**src/design/rpnh_pkg.sv**
```systemverilog
`timescale 1ns / 1ps
package rpnh_pkg;
    localparam int COORD_BITS = 32;
    localparam int FRAC_BITS  = 16;
    localparam int T_BITS     = 48;
    // cross products of 33-bit differences need 67 bits signed
    localparam int CROSS_BITS = 2 * (COORD_BITS + 1) + 1;
    // dividend of t: |nt| << FRAC_BITS
    localparam int NUM_BITS   = CROSS_BITS + FRAC_BITS;
    localparam int LEN2_BITS  = 2 * COORD_BITS + 1;
    localparam int LEN_BITS   = (LEN2_BITS + 1) / 2;
    localparam logic [T_BITS-1:0] T_MAX = {T_BITS{1'b1}};

    // datapath operations issued by the controller
    typedef enum logic [3:0] {
        OP_NONE,
        OP_LOAD,     // latch ray/edge, form differences
        OP_MUL,      // one product step
        OP_CLASSIFY, // sign fix and hit test
        OP_DIV_INIT,
        OP_DIV_STEP,
        OP_UPDATE,   // compare t with best
        OP_SQRT_INIT,
        OP_SQRT_STEP,
        OP_FINAL_MUL,
        OP_OUTPUT
    } op_t;

    typedef struct packed {
        op_t        op;
        logic [2:0] sel;   // product index for OP_MUL / OP_FINAL_MUL
    } cmd_t;

    typedef struct packed {
        logic accept_edge; // edge passes the hit test
        logic div_done;
        logic sqrt_done;
        logic any_hit;
    } stat_t;
endpackage

```
**src/design/rpnh_ctrl.sv**
```systemverilog
`timescale 1ns / 1ps
module rpnh_ctrl (
    input  logic            aclk,
    input  logic            aresetn,
    input  logic            in_valid,
    output logic            in_ready,
    input  logic            in_last,
    output logic            out_valid,
    input  logic            out_ready,
    output rpnh_pkg::cmd_t  cmd,
    input  rpnh_pkg::stat_t stat
);
    typedef enum logic [3:0] {
        S_IDLE, S_MUL, S_CLASS, S_TEST, S_DIV, S_UPD, S_LMUL, S_SQI, S_SQ,
        S_FMUL, S_OUT, S_HOLD
    } state_t;

    state_t     state_reg;
    logic [2:0] sel_reg;
    logic       last_reg, out_valid_reg;
    logic       out_free;

    // output register can take a new word
    assign out_free  = !out_valid_reg || out_ready;
    assign in_ready  = (state_reg == S_IDLE);
    assign out_valid = out_valid_reg;

    // commands decoded from state
    always_comb begin
        cmd.sel = sel_reg;
        unique case (state_reg)
            S_IDLE:  cmd.op = (in_valid && in_ready) ? rpnh_pkg::OP_LOAD : rpnh_pkg::OP_NONE;
            S_MUL:   cmd.op = rpnh_pkg::OP_MUL;
            S_CLASS: cmd.op = rpnh_pkg::OP_CLASSIFY;
            S_TEST:  cmd.op = stat.accept_edge ? rpnh_pkg::OP_DIV_INIT : rpnh_pkg::OP_NONE;
            S_DIV:   cmd.op = stat.div_done ? rpnh_pkg::OP_NONE : rpnh_pkg::OP_DIV_STEP;
            S_UPD:   cmd.op = rpnh_pkg::OP_UPDATE;
            S_LMUL:  cmd.op = rpnh_pkg::OP_MUL;
            S_SQI:   cmd.op = rpnh_pkg::OP_SQRT_INIT;
            S_SQ:    cmd.op = stat.sqrt_done ? rpnh_pkg::OP_NONE : rpnh_pkg::OP_SQRT_STEP;
            S_FMUL:  cmd.op = rpnh_pkg::OP_FINAL_MUL;
            S_OUT:   cmd.op = out_free ? rpnh_pkg::OP_OUTPUT : rpnh_pkg::OP_NONE;
            default: cmd.op = rpnh_pkg::OP_NONE;
        endcase
    end

    always_ff @(posedge aclk) begin
        if (!aresetn) begin
            state_reg <= S_IDLE; sel_reg <= '0; last_reg <= 1'b0;
            out_valid_reg <= 1'b0;
        end else begin
            if (state_reg == S_OUT && out_free) out_valid_reg <= 1'b1;
            else if (out_ready) out_valid_reg <= 1'b0;
            unique case (state_reg)
                S_IDLE: if (in_valid && in_ready) begin
                    last_reg <= in_last; sel_reg <= '0; state_reg <= S_MUL;
                end
                S_MUL: begin
                    sel_reg <= sel_reg + 1'b1;
                    if (sel_reg == 3'd5) state_reg <= S_CLASS;
                end
                S_CLASS: state_reg <= S_TEST;
                S_TEST: state_reg <= stat.accept_edge ? S_DIV : S_HOLD;
                S_DIV: if (stat.div_done) state_reg <= S_UPD;
                S_UPD: state_reg <= S_HOLD;
                S_HOLD: begin
                    // length squared products go to product slots 6 and 7
                    sel_reg <= 3'd6;
                    state_reg <= !last_reg ? S_IDLE : (stat.any_hit ? S_LMUL : S_OUT);
                end
                S_LMUL: begin
                    sel_reg <= sel_reg + 1'b1;
                    if (sel_reg == 3'd7) state_reg <= S_SQI;
                end
                S_SQI: state_reg <= S_SQ;
                S_SQ: if (stat.sqrt_done) begin
                    sel_reg <= '0; state_reg <= S_FMUL;
                end
                S_FMUL: begin
                    sel_reg <= sel_reg + 1'b1;
                    if (sel_reg == 3'd5) state_reg <= S_OUT;
                end
                S_OUT: if (out_free) state_reg <= S_IDLE;
                default: state_reg <= S_IDLE;
            endcase
        end
    end
endmodule

```
**config.mk**
```make
export PLATFORM = sky130hd
export DESIGN_NAME = rpnh_ctrl
export DESIGN_NICKNAME = d
export VERILOG_FILES = /design/src/design/rpnh_pkg.sv /design/src/design/rpnh_ctrl.sv
export SDC_FILE = /design/constraint.sdc
export NUM_CORES = 1
export LEC_CHECK = 0
export BUFFER_PORTS_ARGS = -buffer_cell sky130_fd_sc_hd__buf_2
export CAP_MARGIN = 15
export CORE_MARGIN = 2
export CORE_UTILIZATION = 45
export DETAILED_ROUTE_END_ITERATION = 10
export GPL_ROUTABILITY_DRIVEN = 0
export PLACE_DENSITY = 0.8
export SYNTH_ARGS = -nofsm -noshare
export SYNTH_HDL_FRONTEND = slang
export SYNTH_SLANG_ARGS = --single-unit
```
**constraint.sdc**
```tcl
create_clock -name aclk -period 2.27 [get_ports aclk]
set_input_delay 0.227 -clock aclk [delete_from_list [all_inputs] [get_ports aclk]]
set_output_delay 0.227 -clock aclk [all_outputs]
set_load 0.005 [all_outputs]
```
==> summary.md <==
| Metric | Value |
|---|---|
| Minimum clock period | 1890 ps |
| Crit path largest cell delay | 770 ps |
| Number of global-route vias before repair | 671 |
| Hold Violations, Final | 0 |
| Yosys warning count | 0 |
| DIE AREA | 2000 um2 |
| CTS clk-pin slew, worst paths | 50 ps |
| # DRC | 0 |
| Setup Fix Bufs, Post-CTS | 0 |
| Dpl ws | 547 ps |
| TritonCTS buffer count | 3 |
| Clock buffer depth | 2 |
| Area of the core | 1520 um2 |
| Hold slack final | 197 ps |
| Post-synthesis simple-gate area fraction | 31.0% |
| I/O Buffers | 17 |
| Net Sw Frac | 44.8% |
| Netlist Area Pre-Place | 747 um2 |
| Overall power | 844 uW |
| Post-Synth Adder-Cell Area | 5.03% |
| Largest net degree at the start of global routing | 25 |
| FF+latch count, synth | 9 |
| Worst Slack Setup Final | 382 ps |
| Share of layout cells above drive strength 1 | 22.4% |
| Sum Neg Setup Slack | 0 ps |
| Setup crit end kind | output port |
| Congestion Overflow GR | 0 |
| Setup violators final | 0 |
| CTS sink cnt | 9 |
| Root Buffer | clkbuf_4 |
| Max reg flops | 4 |
| Most common cell after layout, fill and taps aside | buf_2 |
| Worst slew pin tran | 702 ps |
| Syn avg cell area | 7.40 um2 |
| Internal Pwr Total | 466 uW |
| Initial DRC Count | 21 |
| Seq/Total Area, Yosys | 24.1% |
| Syn-to-layout area delta | 10.9% |
| Comb pwr share | 49.3% |
| Net switching power | 378 uW |
| Cts repair resizes | 0 |
| Initial Util | 49.0% |
| CTS HTree Levels | 1 |
| Mux cell area share after synthesis | 2.68% |
| Worst path bufs/invs | 1 |
| Slew Limit Fails | 0 |
| Mapped Cells | 101 |
| Worst Path Arrival | 1660 ps |
| Delay-heaviest family, CP | flip-flops |
| Post-route ant nets | 0 |
| Hold Crit Class | input pin to flip-flop |
| # nets final | 129 |
| Netlist cell types | 39 |
| Outcome | finished clean |
| Critical Path Start Type | flip-flop |
| Vias per cell | 5.79 |
| # rows | 14 |
| Max transition margin | 53.1% |
| Fill count | 142 |
| Xor and xnor area share after synthesis | 0% |
| Die W | 44.7 um |
| Post-Route WL | 1700 um |
| Worst IR drop on VDD | 0.000468 V |
| Cell leakage power | 0.000357 uW |
| Sequential share of power | 36.3% |
| Per-cell routed wire length | 12.9 um |
| Initial antenna violation count | 0 |
| Commonest cells after routing, fill and taps aside | buf_2, a21oi_1, nor2_1 |
| GRT Resource Usage Total | 19.3% |
| Ports | 18 |
| First-pass GRT wire length | 2880 um |
| Largest family of logic cells by synthesized area | simple AND/OR/NAND/NOR gates |
| Finished Core Util | 54.4% |
| WS Path Type | flip-flop to output port |
| Crit-path max FO | 24 |
| Ys flop type | dfxtp_1 |
| Unrepaired setup endpoints after global routing | false |
| Total number of vias | 764 |
| Skew final | 9.39 ps |
| Sequence of cells on the critical path | nor2b_1, nor2b_1, nor2_1, nor2_1, buf_2 |
| Detailed-placement wirelength estimate | 1230 um |
| Max Cap Violations | 0 |
| CP required | 2040 ps |
| Clock Power Share | 14.5% |
| Syn nets | 113 |
| CTS tree | yes |
| # hold bufs at CTS | 0 |
| Async SR Flop Fraction | 0% |
| Ant diodes | 0 |
| Tcrit/Tclk final | 83.2% |
| Critical path's slowest cell | dfxtp_1 |
| Synth Area in Compound Gates | 27.0% |
| Pwr/cell area | 1020 nW/um2 |
| Die Height | 44.7 um |
| First-pass detailed-route iteration total | 5 |
| Fmax achieved | 530 MHz |
| Internal reg-to-reg setup slack | 530 ps |
| Post-synth EDFFs | 0 |
| Worst-Skew Late Latency | 260 ps |
## area by class of cell
cell class / instances / area (um2) / area share, %
multi-input combinational: 79 / 490 / 59.2
timing repair buffer: 17 / 85.1 / 10.3
clock buffer: 4 / 26.3 / 3.17
sequential: 9 / 180 / 21.8
inverter: 7 / 26.3 / 3.17
tap: 16 / 20.0 / 2.42
## cell usage after synthesis (2+ instances only)
| master | n | share of area (%) |
|---|---|---|
| dfxtp_1 | 9 | 24 |
| buf_6 | 2 | 3.0 |
| a21oi_1 | 11 | 7.4 |
| a211oi_1 | 2 | 2.0 |
| nor2b_1 | 4 | 3.3 |
| inv_1 | 6 | 3.0 |
| ha_1 | 3 | 5.0 |
| o21ai_0 | 5 | 3.3 |
| nand2b_1 | 2 | 1.7 |
| a31oi_1 | 3 | 2.5 |
| buf_4 | 3 | 3.0 |
| nor2_1 | 11 | 5.5 |
| mux2i_1 | 2 | 2.7 |
| nand2_1 | 10 | 5.0 |
| nor3_1 | 3 | 2.0 |
| a221oi_1 | 2 | 2.3 |
## metal layers
layer	track usage (%)	share of wire, %	up-vias
met4	1.82	0	0
met1	27.3	47	350
met2	29.0	46	24
met3	7.20	7.0	0
met5	0	0	-
li1	-	-	390
## path summary, 6_finish.rpt
kind,startpoint,endpoint,depth (start not counted)
worst max register to register,state_reg[3]$_SDFFE_PN0P_,state_reg[1]$_SDFFE_PN0P_,5
worst max-delay path,state_reg[1]$_SDFFE_PN0P_,cmd[6],5
worst min register to register,last_reg$_SDFFE_PN0P_,last_reg$_SDFFE_PN0P_,2
worst min-delay path,aresetn,state_reg[1]$_SDFFE_PN0P_,2
## stage by stage
step           std cells  cell area (um2)
4_1_cts              132              828
3_3_place_gp         128              802
5_1_grt              132              828
3_5_place_dp         128              802
2_1_floorplan        101              747
6_report             132              828
## power groups by stage
| stage | clock network (uW) | logic (uW) | registers (uW) |
|---|---|---|---|
| floorplan | 0 | 400 | 230 |
| global placement | 0 | 403 | 301 |
| detailed placement | 0 | 413 | 306 |
| CTS | 125 | 416 | 302 |
| global route | 135 | 476 | 320 |
| finish | 122 | 416 | 306 |
## worst register-to-register path: stages (launching register included)
cell and delay, ps:
dfxtp_1 720, inv_1 280, o2111ai_1 170, nand4_2 160, a211oi_1 220, o21a_1 140
## logic make-up (layout without fill, tap and decap cells)
group | after synthesis | in the layout
flops | 9 | 9
simple gates | 42 | 42
buf+inv | 13 | 28
compound gates | 32 | 32
fa+ha+maj | 3 | 3
mux | 2 | 2
No activity file was read; power rests on OpenSTA's default activity.
